### config.mk
export PLATFORM = sky130hd
export DESIGN_NAME = diff_drive_odometry_limiter
export DESIGN_NICKNAME = d
export VERILOG_FILES = /design/src/rtl/ddol_pkg.sv /design/src/rtl/ddol_div.sv /design/src/rtl/ddol_dp.sv /design/src/rtl/ddol_ctrl.sv /design/src/rtl/diff_drive_odometry_limiter.sv
export SDC_FILE = /design/constraint.sdc
export NUM_CORES = 2
export LEC_CHECK = 0
export BUFFER_PORTS_ARGS = -buffer_cell sky130_fd_sc_hd__buf_2
export CAP_MARGIN = 20
export CORE_MARGIN = 5
export CORE_UTILIZATION = 36
export CTS_BUF_LIST = sky130_fd_sc_hd__clkbuf_8
export CTS_CLUSTER_DIAMETER = 40
export DETAILED_ROUTE_END_ITERATION = 6
export HOLD_SLACK_MARGIN = 0.03
export PLACE_DENSITY = 0.54
export SLEW_MARGIN = 20
export SYNTH_ARGS = -nofsm -noshare
export SYNTH_HDL_FRONTEND = slang
export SYNTH_SLANG_ARGS = --single-unit
### constraint.sdc
create_clock -name clk -period 16.5 [get_ports clk]
set_input_delay 0.825 -clock clk [delete_from_list [all_inputs] [get_ports clk]]
set_output_delay 0.825 -clock clk [all_outputs]
set_load 0.01 [all_outputs]
### src/rtl/ddol_pkg.sv
package ddol_pkg;

  // Frame framing bytes of the odometry link.
  localparam logic [7:0] HDR_BYTE  = 8'h33;
  localparam logic [7:0] TAIL_BYTE = 8'h99;

  // Direction codes (ASCII).
  localparam logic [7:0] DIR_FWD        = 8'h46;  // F
  localparam logic [7:0] DIR_BACK       = 8'h42;  // B
  localparam logic [7:0] DIR_LEFT       = 8'h4C;  // L
  localparam logic [7:0] DIR_LEFT_SOFT  = 8'h6C;  // l
  localparam logic [7:0] DIR_RIGHT      = 8'h52;  // R
  localparam logic [7:0] DIR_RIGHT_SOFT = 8'h72;  // r
  localparam logic [7:0] DIR_STOP       = 8'h53;  // S

  localparam int DIV_BITS   = 32;
  localparam int DVSR_BITS  = 14;
  localparam int CNT_BITS   = 5;
  localparam logic [DVSR_BITS-1:0] FULL_TURN = 14'd360;
  localparam logic [3:0] LAST_FRAME_IDX = 4'd9;
  localparam logic signed [21:0] HEAD_STEP_MIN = 22'sd5;
  localparam logic signed [21:0] MOVE_STEP_MIN = 22'sd3;

  // Reciprocal of a full turn scaled by 2^30 and rounded up. The floor of the
  // scaled product is the exact quotient for every dividend below 2^21.
  localparam int HEAD_RECIP_SHIFT = 30;
  localparam logic [21:0] HEAD_RECIP = 22'd2982617;

  typedef enum logic [2:0] {
    ST_IDLE,
    ST_DIV_START,
    ST_DIV_WAIT,
    ST_CHECK,
    ST_MOD_WAIT,
    ST_EMIT
  } ctrl_state_t;

  // Commands from the controller to the datapath.
  typedef struct packed {
    logic accept;
    logic div_start;
    logic div_latch;
    logic mod_start;
    logic mod_latch;
    logic emit;
  } ctrl_cmd_t;

  // Status from the datapath to the controller.
  typedef struct packed {
    logic frame_good;
    logic out_free;
    logic div_done;
    logic mod_done;
    logic need_mod;
  } dp_status_t;

  // Speed bucket: speed/10 saturated at 10.
  function automatic logic [3:0] speed_index(input logic [6:0] spd);
    logic [3:0] idx;
    idx = 4'd0;
    for (int k = 1; k <= 10; k++) begin
      if (spd >= 7'(k * 10)) begin
        idx = 4'(k);
      end
    end
    return idx;
  endfunction

  function automatic logic [12:0] dist_gain_lut(input logic [3:0] idx);
    logic [12:0] g;
    case (idx)
      4'd3:    g = 13'd4100;
      4'd4:    g = 13'd3900;
      4'd5:    g = 13'd3600;
      4'd6:    g = 13'd3300;
      4'd7:    g = 13'd2700;
      4'd8:    g = 13'd1850;
      4'd9:    g = 13'd1350;
      4'd10:   g = 13'd900;
      default: g = 13'd0;
    endcase
    return g;
  endfunction

  function automatic logic [10:0] turn_gain_lut(input logic [3:0] idx);
    logic [10:0] g;
    case (idx)
      4'd5:    g = 11'd1700;
      4'd6:    g = 11'd1100;
      4'd7:    g = 11'd1000;
      4'd8:    g = 11'd900;
      4'd9:    g = 11'd800;
      4'd10:   g = 11'd700;
      default: g = 11'd0;
    endcase
    return g;
  endfunction

endpackage

### src/rtl/ddol_div.sv
module ddol_div (
  input  logic                           clk,
  input  logic                           rst,
  input  logic                           start,
  input  logic [ddol_pkg::DIV_BITS-1:0]  dividend,
  input  logic [ddol_pkg::DVSR_BITS-1:0] divisor,
  output logic [ddol_pkg::DIV_BITS-1:0]  quotient,
  output logic [ddol_pkg::DVSR_BITS-1:0] remainder,
  output logic                           done
);
  import ddol_pkg::*;

  logic                 busy;
  logic [CNT_BITS-1:0]  cnt;
  logic [DVSR_BITS-1:0] dvsr;
  logic [DVSR_BITS:0]   trial;
  logic                 fits;

  // One quotient bit per cycle, restoring form.
  assign trial = {remainder, quotient[DIV_BITS-1]};
  assign fits  = trial >= {1'b0, dvsr};

  always_ff @(posedge clk) begin
    if (rst) begin
      busy <= 1'b0;
      done <= 1'b0;
      cnt  <= '0;
    end else begin
      done <= busy && (cnt == CNT_BITS'(DIV_BITS - 1));
      if (start) begin
        busy <= 1'b1;
        cnt  <= '0;
      end else if (busy) begin
        cnt <= cnt + 1'b1;
        if (cnt == CNT_BITS'(DIV_BITS - 1)) begin
          busy <= 1'b0;
        end
      end
    end
  end

  always_ff @(posedge clk) begin
    if (start) begin
      quotient  <= dividend;
      remainder <= '0;
      dvsr      <= divisor;
    end else if (busy) begin
      if (fits) begin
        remainder <= DVSR_BITS'(trial - {1'b0, dvsr});
      end else begin
        remainder <= trial[DVSR_BITS-1:0];
      end
      quotient <= {quotient[DIV_BITS-2:0], fits};
    end
  end

endmodule

### src/rtl/ddol_dp.sv
module ddol_dp (
  input  logic                    clk,
  input  logic                    rst,
  input  ddol_pkg::ctrl_cmd_t     cmd,
  output ddol_pkg::dp_status_t    status,
  input  logic                    operation,
  input  logic [7:0]              rx_byte,
  input  logic [7:0]              direction_cmd,
  input  logic [6:0]              speed,
  input  logic [15:0]             distance,
  output logic                    out_valid,
  input  logic                    out_stall,
  output logic                    motor_valid,
  output logic signed [7:0]       motor_left,
  output logic signed [7:0]       motor_right,
  output logic                    limit_hit,
  output logic                    heading_valid,
  output logic [8:0]              heading,
  output logic                    move_valid,
  output logic signed [21:0]      move_distance,
  output logic [7:0]              current_direction
);
  import ddol_pkg::*;

  // Architectural state.
  logic [3:0]  frame_count;
  logic [7:0]  frame_bytes [8];
  logic [31:0] accum_left, accum_right;
  logic [31:0] limit_left, limit_right;
  logic        limit_armed;
  logic [12:0] dist_gain;
  logic [10:0] turn_gain;
  logic [8:0]  heading_deg;
  logic [7:0]  drive_direction;

  // Frame work registers.
  logic [31:0]        diff_w, sum_w;
  logic               hit_r, hv_r;
  logic signed [21:0] ang_r, dst_r;

  // Command decode.
  logic [3:0]  idx;
  logic [12:0] dk;
  logic [10:0] ak;
  logic        gain_zero;
  logic [12:0] mul_gain;
  logic [28:0] prod;
  logic [31:0] prod_pos, prod_neg;
  logic [7:0]  sp, sp_neg, sp_half;
  logic        dir_known;
  logic [31:0] ll, lr;
  logic [7:0]  ml, mr;

  assign idx       = speed_index(speed);
  assign dk        = dist_gain_lut(idx);
  assign ak        = turn_gain_lut(idx);
  assign gain_zero = (dk == '0) || (ak == '0);
  assign mul_gain  = (direction_cmd == DIR_LEFT || direction_cmd == DIR_RIGHT) ?
                     {2'b00, ak} : dk;
  assign prod      = distance * mul_gain;
  assign prod_pos  = {3'b000, prod};
  assign prod_neg  = 32'(-prod_pos);
  assign sp        = {1'b0, speed};
  assign sp_neg    = 8'(-sp);
  assign sp_half   = {2'b00, speed[6:1]};

  // Per-direction drive pair and wheel limits.
  always_comb begin
    dir_known = 1'b1;
    ll = '0;
    lr = '0;
    ml = '0;
    mr = '0;
    case (direction_cmd)
      DIR_FWD:        begin ml = sp;     mr = sp;      ll = prod_pos; lr = prod_pos; end
      DIR_BACK:       begin ml = sp_neg; mr = sp_neg;  ll = prod_neg; lr = prod_neg; end
      DIR_LEFT:       begin ml = sp_neg; mr = sp;      ll = prod_neg; lr = prod_pos; end
      DIR_LEFT_SOFT:  begin ml = sp_half; mr = sp;     ll = '0;       lr = prod_pos; end
      DIR_RIGHT:      begin ml = sp;     mr = sp_neg;  ll = prod_pos; lr = prod_neg; end
      DIR_RIGHT_SOFT: begin ml = sp;     mr = sp_half; ll = prod_pos; lr = '0;       end
      default:        dir_known = 1'b0;
    endcase
  end

  // Frame assembly.
  logic [31:0] m1, m2, acc_l_new, acc_r_new;
  logic        trip_l, trip_r;

  assign m1 = {frame_bytes[0], frame_bytes[1], frame_bytes[2], frame_bytes[3]};
  assign m2 = {frame_bytes[4], frame_bytes[5], frame_bytes[6], frame_bytes[7]};
  assign acc_l_new = accum_left + m1;
  assign acc_r_new = accum_right + m2;
  assign trip_l = (limit_left != '0) &&
                  ((!limit_left[31] && ($signed(acc_l_new) > $signed(limit_left))) ||
                   (limit_left[31] && ($signed(acc_l_new) < $signed(limit_left))));
  assign trip_r = (limit_right != '0) &&
                  ((!limit_right[31] && ($signed(acc_r_new) > $signed(limit_right))) ||
                   (limit_right[31] && ($signed(acc_r_new) < $signed(limit_right))));

  // Divider operands: magnitudes, signs applied afterwards.
  logic [31:0]        diff_mag, sum_mag;
  logic signed [22:0] head_sum;
  logic [21:0]        head_mag;
  logic [31:0]        q_a, q_b;
  logic [13:0]        r_a, r_b;
  logic               done_a, done_b;
  logic [21:0]        q_a_mag, q_b_mag;

  assign diff_mag = diff_w[31] ? 32'(-diff_w) : diff_w;
  assign sum_mag  = sum_w[31] ? 32'(-sum_w) : sum_w;
  assign head_sum = $signed({14'b0, heading_deg}) + 23'(ang_r);
  assign head_mag = head_sum[22] ? 22'(-head_sum) : head_sum[21:0];
  assign q_a_mag  = q_a[21:0];
  assign q_b_mag  = q_b[21:0];

  ddol_div u_div_a (
    .clk       (clk),
    .rst       (rst),
    .start     (cmd.div_start),
    .dividend  (diff_mag),
    .divisor   ({2'b00, turn_gain, 1'b0}),
    .quotient  (q_a),
    .remainder (r_a),
    .done      (done_a)
  );

  ddol_div u_div_b (
    .clk       (clk),
    .rst       (rst),
    .start     (cmd.div_start),
    .dividend  (sum_mag),
    .divisor   ({dist_gain, 1'b0}),
    .quotient  (q_b),
    .remainder (r_b),
    .done      (done_b)
  );

  // Heading wrap: quotient by reciprocal multiply, remainder the cycle after.
  logic [43:0] mod_prod;
  logic [13:0] mod_q;
  logic        mod_pend;
  logic [21:0] mod_rem_w;
  logic [8:0]  mod_rem;

  assign mod_prod  = {22'b0, head_mag} * {22'b0, HEAD_RECIP};
  assign mod_rem_w = head_mag - {8'b0, mod_q} * 22'(FULL_TURN);
  assign mod_rem   = mod_rem_w[8:0];

  logic out_free;
  assign out_free = !out_valid || !out_stall;

  assign status.frame_good = !operation && (frame_count == LAST_FRAME_IDX) &&
                             (rx_byte == TAIL_BYTE);
  assign status.out_free   = out_free;
  assign status.div_done   = done_a;
  assign status.mod_done   = mod_pend;
  assign status.need_mod   = (ang_r > HEAD_STEP_MIN) || (ang_r < -HEAD_STEP_MIN);

  // Control state registers.
  always_ff @(posedge clk) begin
    if (rst) begin
      frame_count     <= '0;
      accum_left      <= '0;
      accum_right     <= '0;
      limit_left      <= '0;
      limit_right     <= '0;
      limit_armed     <= 1'b0;
      dist_gain       <= '0;
      turn_gain       <= '0;
      heading_deg     <= '0;
      drive_direction <= DIR_STOP;
      out_valid       <= 1'b0;
      mod_pend        <= 1'b0;
    end else begin
      // A result stays until taken; commands and frame ends load a new one.
      out_valid <= (out_valid && out_stall) || (cmd.accept && operation) || cmd.emit;
      mod_pend  <= cmd.mod_start;
      if (cmd.accept && operation) begin
        // Motion command: always one transfer.
        if (gain_zero || !dir_known) begin
          drive_direction <= DIR_STOP;
          limit_armed     <= 1'b0;
        end else begin
          drive_direction <= direction_cmd;
          limit_armed     <= 1'b1;
          limit_left      <= ll;
          limit_right     <= lr;
        end
        if (!gain_zero) begin
          accum_left  <= '0;
          accum_right <= '0;
          dist_gain   <= dk;
          turn_gain   <= ak;
        end
      end else if (cmd.accept) begin
        // Odometry byte: frame counter.
        if (frame_count != '0 || rx_byte == HDR_BYTE) begin
          frame_count <= (frame_count == LAST_FRAME_IDX) ? '0 : frame_count + 1'b1;
        end
        if (status.frame_good) begin
          accum_left  <= acc_l_new;
          accum_right <= acc_r_new;
          if (limit_armed && (trip_l || trip_r)) begin
            drive_direction <= DIR_STOP;
            limit_armed     <= 1'b0;
          end
        end
      end
      if (cmd.mod_latch) begin
        if (head_sum[22] && mod_rem != '0) begin
          heading_deg <= 9'(FULL_TURN - {5'b0, mod_rem});
        end else begin
          heading_deg <= mod_rem;
        end
      end
    end
  end

  // Payload registers.
  always_ff @(posedge clk) begin
    if (cmd.accept && !operation && frame_count != '0 && frame_count != LAST_FRAME_IDX) begin
      frame_bytes[3'(frame_count - 1'b1)] <= rx_byte;
    end
    if (cmd.accept && status.frame_good) begin
      diff_w <= m1 - m2;
      sum_w  <= m1 + m2;
      hit_r  <= limit_armed && (trip_l || trip_r);
      hv_r   <= 1'b0;
    end
    if (cmd.div_latch) begin
      ang_r <= (turn_gain == '0) ? '0 : (diff_w[31] ? 22'(-q_a_mag) : q_a_mag);
      dst_r <= (dist_gain == '0) ? '0 : (sum_w[31] ? 22'(-q_b_mag) : q_b_mag);
    end
    if (cmd.mod_start) begin
      mod_q <= mod_prod[HEAD_RECIP_SHIFT +: 14];
    end
    if (cmd.mod_latch) begin
      hv_r <= 1'b1;
    end
    if (cmd.accept && operation) begin
      motor_valid       <= 1'b1;
      motor_left        <= (gain_zero || !dir_known) ? '0 : ml;
      motor_right       <= (gain_zero || !dir_known) ? '0 : mr;
      limit_hit         <= 1'b0;
      heading_valid     <= 1'b0;
      heading           <= heading_deg;
      move_valid        <= 1'b0;
      move_distance     <= '0;
      current_direction <= (gain_zero || !dir_known) ? DIR_STOP : direction_cmd;
    end else if (cmd.emit) begin
      motor_valid       <= hit_r;
      motor_left        <= '0;
      motor_right       <= '0;
      limit_hit         <= hit_r;
      heading_valid     <= hv_r;
      heading           <= heading_deg;
      move_valid        <= (dst_r > MOVE_STEP_MIN) || (dst_r < -MOVE_STEP_MIN);
      move_distance     <= dst_r;
      current_direction <= drive_direction;
    end
  end

endmodule

### src/rtl/ddol_ctrl.sv
module ddol_ctrl (
  input  logic                 clk,
  input  logic                 rst,
  input  logic                 in_valid,
  output logic                 in_stall,
  input  ddol_pkg::dp_status_t status,
  output ddol_pkg::ctrl_cmd_t  cmd
);
  import ddol_pkg::*;

  ctrl_state_t state, state_next;

  always_ff @(posedge clk) begin
    if (rst) begin
      state <= ST_IDLE;
    end else begin
      state <= state_next;
    end
  end

  // Next state and datapath commands.
  always_comb begin
    state_next = state;
    cmd        = '0;
    in_stall   = 1'b1;
    unique case (state)
      ST_IDLE: begin
        in_stall = !status.out_free;
        if (in_valid && status.out_free) begin
          cmd.accept = 1'b1;
          if (status.frame_good) begin
            state_next = ST_DIV_START;
          end
        end
      end
      ST_DIV_START: begin
        cmd.div_start = 1'b1;
        state_next    = ST_DIV_WAIT;
      end
      ST_DIV_WAIT: begin
        if (status.div_done) begin
          cmd.div_latch = 1'b1;
          state_next    = ST_CHECK;
        end
      end
      ST_CHECK: begin
        if (status.need_mod) begin
          cmd.mod_start = 1'b1;
          state_next    = ST_MOD_WAIT;
        end else begin
          state_next = ST_EMIT;
        end
      end
      ST_MOD_WAIT: begin
        if (status.mod_done) begin
          cmd.mod_latch = 1'b1;
          state_next    = ST_EMIT;
        end
      end
      ST_EMIT: begin
        if (status.out_free) begin
          cmd.emit   = 1'b1;
          state_next = ST_IDLE;
        end
      end
      default: state_next = ST_IDLE;
    endcase
  end

endmodule

### src/rtl/diff_drive_odometry_limiter.sv
// A command's transfer is offered from the cycle after it is taken. A frame-closing byte
// starts the frame work: two 32-step radix-2 dividers run side by side, then a heading
// wrap if the heading moves by more than five degrees, then the transfer is offered.
// Throughput is one item per cycle except during that frame work or while a result waits.
// Synchronous reset clears the frame counter, wheel accumulators, limits, gains and
// heading and sets the direction to stop.
module diff_drive_odometry_limiter (
  input  logic               clk,
  input  logic               rst,
  input  logic               in_valid,
  output logic               in_stall,
  input  logic               operation,
  input  logic [7:0]         rx_byte,
  input  logic [7:0]         direction_cmd,
  input  logic [6:0]         speed,
  input  logic [15:0]        distance,
  output logic               out_valid,
  input  logic               out_stall,
  output logic               motor_valid,
  output logic signed [7:0]  motor_left,
  output logic signed [7:0]  motor_right,
  output logic               limit_hit,
  output logic               heading_valid,
  output logic [8:0]         heading,
  output logic               move_valid,
  output logic signed [21:0] move_distance,
  output logic [7:0]         current_direction
);
  import ddol_pkg::*;

  ctrl_cmd_t  cmd;
  dp_status_t status;

  ddol_ctrl u_ctrl (
    .clk      (clk),
    .rst      (rst),
    .in_valid (in_valid),
    .in_stall (in_stall),
    .status   (status),
    .cmd      (cmd)
  );

  ddol_dp u_dp (
    .clk               (clk),
    .rst               (rst),
    .cmd               (cmd),
    .status            (status),
    .operation         (operation),
    .rx_byte           (rx_byte),
    .direction_cmd     (direction_cmd),
    .speed             (speed),
    .distance          (distance),
    .out_valid         (out_valid),
    .out_stall         (out_stall),
    .motor_valid       (motor_valid),
    .motor_left        (motor_left),
    .motor_right       (motor_right),
    .limit_hit         (limit_hit),
    .heading_valid     (heading_valid),
    .heading           (heading),
    .move_valid        (move_valid),
    .move_distance     (move_distance),
    .current_direction (current_direction)
  );

endmodule

# --- Word level (Yosys, flattened, before mapping) ---
# Memory sizes are Yosys's and may differ from the RTL's.
# Cells that the tools add are included.
word_totals:
  elab_cells: 264
  out_inout_bits: 61
  regBits: 491
  ramBits: 64
  memories: 2
  romBits: 192
classes:
  eq_ne: 29
  muxes: 83
  reduce_logical: 64
  n_mul: 3
  add_sub_neg: 20
  order_cmp: 20
  n_bitwise: 3
memory_table:
  columns: ["memory", "words", "width", "rd", "rd_ports_with_merged_regs", "wr", "line_no", "text"]
  rows:
  - ["(name not given)", 16, 12, 1, 0, 0, "ddol_pkg.sv:71", "case (idx)"]
  - ["u_dp.frame_bytes", 8, 8, 8, 0, 1, "ddol_dp.sv:27", "logic [7:0] frame_bytes [8];"]
ops:
  columns: ["operator", "count"]
  rows:
  - ["$mux W32", 13]
  - ["$pmux W32 S2", 2]
  - ["$add A32 B32 Y32", 3]
  - ["$mux W8", 12]
  - ["$mux W22", 3]
  - ["$neg A22 Y22", 3]
  - ["$pmux W11 S6", 1]
  - ["$gt A32 B32 Y1", 2]
  - ["$lt A32 B32 Y1", 2]
  - ["$neg A32 Y32", 2]
  - ["$reduce_bool A32 Y1", 2]
  - ["$eq A8 B7 Y1 const B", 6]
  - ["$pmux W8 S3", 2]
  - ["$mul A22 B22 Y44 const B", 1]
  - ["$neg A29 Y32", 1]
  - ["$sub A32 B32 Y32", 1]
  - ["$mul A16 B13 Y29", 1]
  - ["$ge A7 B7 Y1 const B", 4]
  - ["$mux W1", 28]
  - ["$mux W14", 2]
  - ["$mux W3", 9]
  - ["$mux W9", 3]
  - ["$logic_not A13 Y1", 2]
  - ["$add A10 B22 Y23", 1]
  - ["other kinds (48)", 116]

# --- Depth between registers and ports, before layout ---
logic_depth:
  depth_word: 18
  depth_mapped: 37

# --- By module ---
# Synthesis repeated with hierarchy kept, for this count alone.
hier_totals:
  cells_unflattened: 5121
  area_unflattened_um2: 47949.7
modules_own_cells:
  columns: ["module", "seq_area_each_um2", "cells_per_inst", "area_per_inst_um2", "n_inst"]
  rows:
  - ["ddol_dp", 10299.9, 4483, 40675.3, 1]
  - ["ddol_div", 1801.7, 304, 3500.9, 2]
  - ["ddol_ctrl", 60.1, 30, 272.8, 1]

# --- Least setup slack after synthesis ---
# Ideal clock, no wire load.
synth_timing:
  kind: "in2reg"
  start: "input port speed[4]"
  end: "register u_dp.limit_left[30]"
  setup_ps: 132
  slack_ps: 7535
  arrival_ps: 8833
  stages: 33
  path_cell_list: "clkbuf_1 clkbuf_1 nor3_1 o21ai_0 o41ai_1 a21oi_1 inv_1 ha_1 nand2_1 a21boi_0 nand2_1 o31ai_1 clkbuf_1 nand2_1 fa_1 fa_1 inv_1 fa_1 fa_1 inv_1 fa_1 inv_1 ha_1 clkbuf_1 nand4_1 or3b_2 o311ai_1 a21oi_1 xnor2_1 or2_1 or4_1 o21ai_1 a21oi_1"
synth_via:
  elab_chain_len: 18
  elab_cells_between_ends: 38
  classes_between: "add/sub (1); mul (1); order compare (10); eq/ne (6); mux (13); bitwise (1); reduce/logical (5); memory (1)"
synth_lines:
  columns: ["element", "line_no", "text"]
  rows:
  - ["start: declaration", "diff_drive_odometry_limiter.sv:15", "input logic [6:0] speed,"]
  - ["$ge A7 B4 Y1", "ddol_pkg.sv:62", "if (spd >= 7'(k * 10)) begin"]
  - ["$mux W1", "ddol_pkg.sv:62", null]
  - ["$mux W2 (2 in series)", "ddol_pkg.sv:62", null]
  - ["$mux W3 (4 in series)", "ddol_pkg.sv:62", null]
  - ["$mux W4 (2 in series)", "ddol_pkg.sv:62", null]
  - ["$mux W4 (*)", "ddol_pkg.sv:62", null]
  - ["parallel branches: the longest is 7 deep, another holds $neg A29 Y32", null, null]
  - ["end signal: assignment", "ddol_dp.sv:186", "limit_left <= ll;"]
  - ["end: declaration", "ddol_dp.sv:29", "logic [31:0] limit_left, limit_right;"]
# Every way passes the cells marked *.
# A chain may end at the register's enable or synchronous reset.

# --- Final worst setup path ---
layout_timing:
  start: "register u_dp.ang_r[0]"
  end: "register u_dp.mod_q[4] (data pin)"
layout_via:
  elab_chain_len: 4
layout_lines:
  columns: ["element", "line_no", "text"]
  rows:
  - ["start: declaration", "ddol_dp.sv:39", "logic signed [21:0] ang_r, dst_r;"]
  - ["start signal: assignment", "ddol_dp.sv:231", "ang_r <= (turn_gain == '0) ? '0 : (diff_w[31] ? 22'(-q_a_mag) : q_a_mag);"]
  - ["$add A10 B22 Y23 (*)", "ddol_dp.sv:111", "assign head_sum = $signed({14'b0, heading_deg}) + 23'(ang_r);"]
  - ["$neg A22 Y22", "ddol_dp.sv:112", "assign head_mag = head_sum[22] ? 22'(-head_sum) : head_sum[21:0];"]
  - ["$mux W22 (*)", "ddol_dp.sv:112", null]
  - ["$mul A22 B22 Y44 (*)", "ddol_dp.sv:145", "assign mod_prod = {22'b0, head_mag} * {22'b0, HEAD_RECIP};"]
  - ["named net u_dp.mod_prod[34]", "ddol_dp.sv:139", "logic [43:0] mod_prod;"]
  - ["end signal: assignment", "ddol_dp.sv:235", "mod_q <= mod_prod[HEAD_RECIP_SHIFT +: 14];"]
  - ["end: declaration", "ddol_dp.sv:140", "logic [13:0] mod_q;"]
# The timed path passes the listed nets; every way through them passes the cells marked *.

==> summary.md <==
| Metric | Value |
|---|---|
| Status | `finished clean` |
| Detail-routed via count per cell | `5.22` |
| Final HPWL DP | `roughly 110 mm` |
| Post-cts repair resize count | `0` |
| CORE AREA | `approximately 130,000 µm²` |
| Number of global-route vias before repair | `roughly 37,000` |
| Final core occ | `between 30 and 40%` |
| Mapped Area | `46,900 µm²` |
| Yosys reg bits | `about 540` |
| Clk root buf | `clkbuf_8` |
| Max_cap viols | `0` |
| Initial antenna violation count | `5` |
| Final hold vios | `0` |
| Worst min path class | `reg -> reg` |
| Synthesized area per cell | `between 9 and 10 µm²` |
| Chip width | `371 µm` |
| EDFF count, synth | `around 300` |
| Routed WL | `136 mm` |
| Ys Warns | `0` |
| PortBufs | `104` |
| Cell Pwr Density | `95.6 nW/µm²` |
| Final setup TNS | `0 ps` |
| Grt ovf | `0` |
| Final min period | `~10000 ps` |
| CP Data Required Time | `17,090 ps` |
| Max-slew violations | `0` |
| Worst skew pair latency | `800 ps` |
| Peak supply drop | `179 µV` |
| Core Rows | `132` |
| GPL Wtd Cong | `approximately 0.9` |
| Filler cells | `13,100` |
| Arr. time, crit path | `10,470 ps` |
| CP Max Fanout | `14` |
| Die ar. | `138,000 µm²` |
| DR WL/cell | `19.3 µm` |
| Gr usage total | `19.7%` |
| Final period util | `between 50% and 60%` |
| Setup crit start kind | `flop` |
| CTS max path bufs | `3` |
| RSZ-0062 raised after global routing | `no` |
| Worst Max-Slew Pin Slew | `1170 ps` |
| Starting density of the core | `36.2%` |
| Gate Count Post-Synth | `5,143` |
| Die Ht | `between 300 and 400 µm` |
| DRC | `0` |
| Asr flop ratio synth | `0%` |
| DR vias | `36,700` |
| I/O pin total | `105` |
| Antenna-violating nets left | `0` |
| Clock transition at path regs | `60 ps` |
| Initial DRC count | `2,455` |
| Slowest cell on crit path | `nor2b_1` |
| Inst Count DP | `slightly below 7,000` |
| Main synth FF type | `edfxtp_1` |
| Clk sinks | `538` |
| # setup viols final | `0` |
| Area growth syn-to-layout | `9.84%` |
| Largest net degree at the start of global routing | `82` |
| Hold buffer count at CTS | `0` |
| Most used cell, CP | `fa_1` |
| Non-Filler Instances | `7,034` |
| Max incr delay on CP | `around 700 ps` |
| Sequential-to-total area share from yosys stat | `29.3%` |
| CTS tree | `yes` |
| Clock Skew | `between 70 and 80 ps` |
| First-pass GRT wire length | `214 mm` |
| Syn_nets | `5,976` |
| DR pass1 iterations | `6` |
| Postcts setup bufs | `0` |
| Share of cells above drive strength 1 | `between 7 and 8%` |
| Leak | `22.0 nW` |
| H-tree level count | `3` |
| Synth unique cells | `106` |
| Max-slew headroom | `21.3%` |
| WS Path Type | `reg -> reg` |
| TritonCTS Buffers | `107` |
| Setup crit end kind | `flop` |
| Layout net count | `~6,000` |
| Reg2reg setup slack | `around 6600 ps` |
| Peak Freq | `between 100 and 150 MHz` |
==> final cells by class <==
class	instances	area, µm²	share of cell area (%)
Tap cell	1742	2180	4.23
Sequential cell	538	13700	26.6
Inverter	627	2350	4.57
Clock buffer	120	1650	3.20
Timing Repair Buffer	156	921	1.79
Antenna cell	1	2.50	0.00486
Multi-Input combinational cell	3769	30100	58.5
Clock inverter	81	551	1.07
==> worst max-delay path, delay by kind of cell, from the launching register on <==
family                     cells  cell delay, ps
AOI/OAI and AO/OA              8            2230
xor gates and xnor gates       1             580
adders and majority gates     10            4440
buffers and inverters          4             300
DFF                            1             390
and+or+nand+nor                7            1730
==> state kept, by name (all words and copies together) (netlist names), 9 cells and up <==
register	cells
u_dp.accum_left	32
u_dp.move_distance	22
u_dp.heading	9
u_dp.u_div_a.dvsr	9
u_dp.sum_w	32
u_dp.u_div_b.dvsr	12
u_dp.accum_right	32
u_dp.u_div_a.quotient	32
u_dp.u_div_a.remainder	14
u_dp.ang_r	22
u_dp.turn_gain	9
u_dp.frame_bytes	64
u_dp.heading_deg	9
u_dp.dst_r	22
u_dp.limit_left	31
u_dp.limit_right	31
u_dp.diff_w	31
u_dp.u_div_b.remainder	14
u_dp.dist_gain	12
u_dp.u_div_b.quotient	32
==> cells in the mapped netlist (84+ instances only) <==
cell,n,area (µm²)
a21o_1,84,631
nor2_1,339,1270
xor2_1,154,1350
nand3_1,105,526
dfxtp_1,242,4840
fa_1,295,5910
a21oi_1,290,1450
edfxtp_1,296,8890
clkbuf_1,197,739
o21ai_0,258,1290
ha_1,494,6180
and2_1,116,726
xnor2_1,178,1560
inv_1,627,2350
nand2_1,476,1790
==> report_power, final <==
part	internal (mW)	switching (mW)
clock	0.731	0.652
sequential	1.43	0.0124
combinational	0.750	1.35
total	2.91	2.02
==> per-layer routing <==
metal / up-vias / GRT usage, % / routed length, µm
met1: 17900 / 26.7 / 62100
met2: 697 / 33.4 / 64800
li1: 18000 / - / -
met3: 158 / 2.27 / 5240
met5: - / 0 / 0
met4: 0 / 5.47 / 3390
==> worst paths after layout <==
check	start	cells past startpoint	to
setup / recovery	u_dp.ang_r[0]$_SDFFCE_PN0P_	30	u_dp.mod_q[4]$_DFFE_PP_
hold / removal	u_dp.limit_hit$_SDFFE_PP0P_	2	u_dp.limit_hit$_SDFFE_PP0P_
setup reg to reg	u_dp.ang_r[0]$_SDFFCE_PN0P_	30	u_dp.mod_q[4]$_DFFE_PP_
hold reg to reg	u_dp.limit_hit$_SDFFE_PP0P_	2	u_dp.limit_hit$_SDFFE_PP0P_
==> through the flow <==
step / worst slack (ps) / hold slack (ps) / area [µm²] / total power, mW
2_1_floorplan: 7540 / 414 / 46900 / 3.10
3_3_place_gp: 6360 / 425 / 49300 / 3.55
3_5_place_dp: 6250 / 431 / 49300 / 3.55
4_1_cts: 6740 / 353 / 51500 / 4.96
5_1_grt: 6020 / 397 / 51500 / 5.28
6_report: 6620 / 443 / 51500 / 4.93
==> kinds of logic (layout without fill, tap and decap cells) <==
| family | count (synthesis) | count (layout) | share of synthesized area [%] |
|---|---|---|---|
| and+or+nand+nor | 1498 | 1498 | 15.7 |
| AOI/OAI and AO/OA | 1096 | 1096 | 15.1 |
| buffers and inverters | 836 | 984 | 6.73 |
| adders and majority gates | 790 | 790 | 25.8 |
| DFF | 538 | 538 | 29.3 |
| xor gates and xnor gates | 334 | 334 | 6.29 |
| muxes | 51 | 51 | 1.11 |
| other | 0 | 1 | 0 |
==> cell usage in the layout (no fill, tap or decap), types with 154 or more instances in the layout <==
cell,n
inv_1,652
ha_1,494
nand2_1,475
nor2_1,337
edfxtp_1,296
fa_1,295
a21oi_1,288
o21ai_0,257
dfxtp_1,242
xnor2_1,178
xor2_1,154
Note: power is estimated with default switching activity, not from simulation.
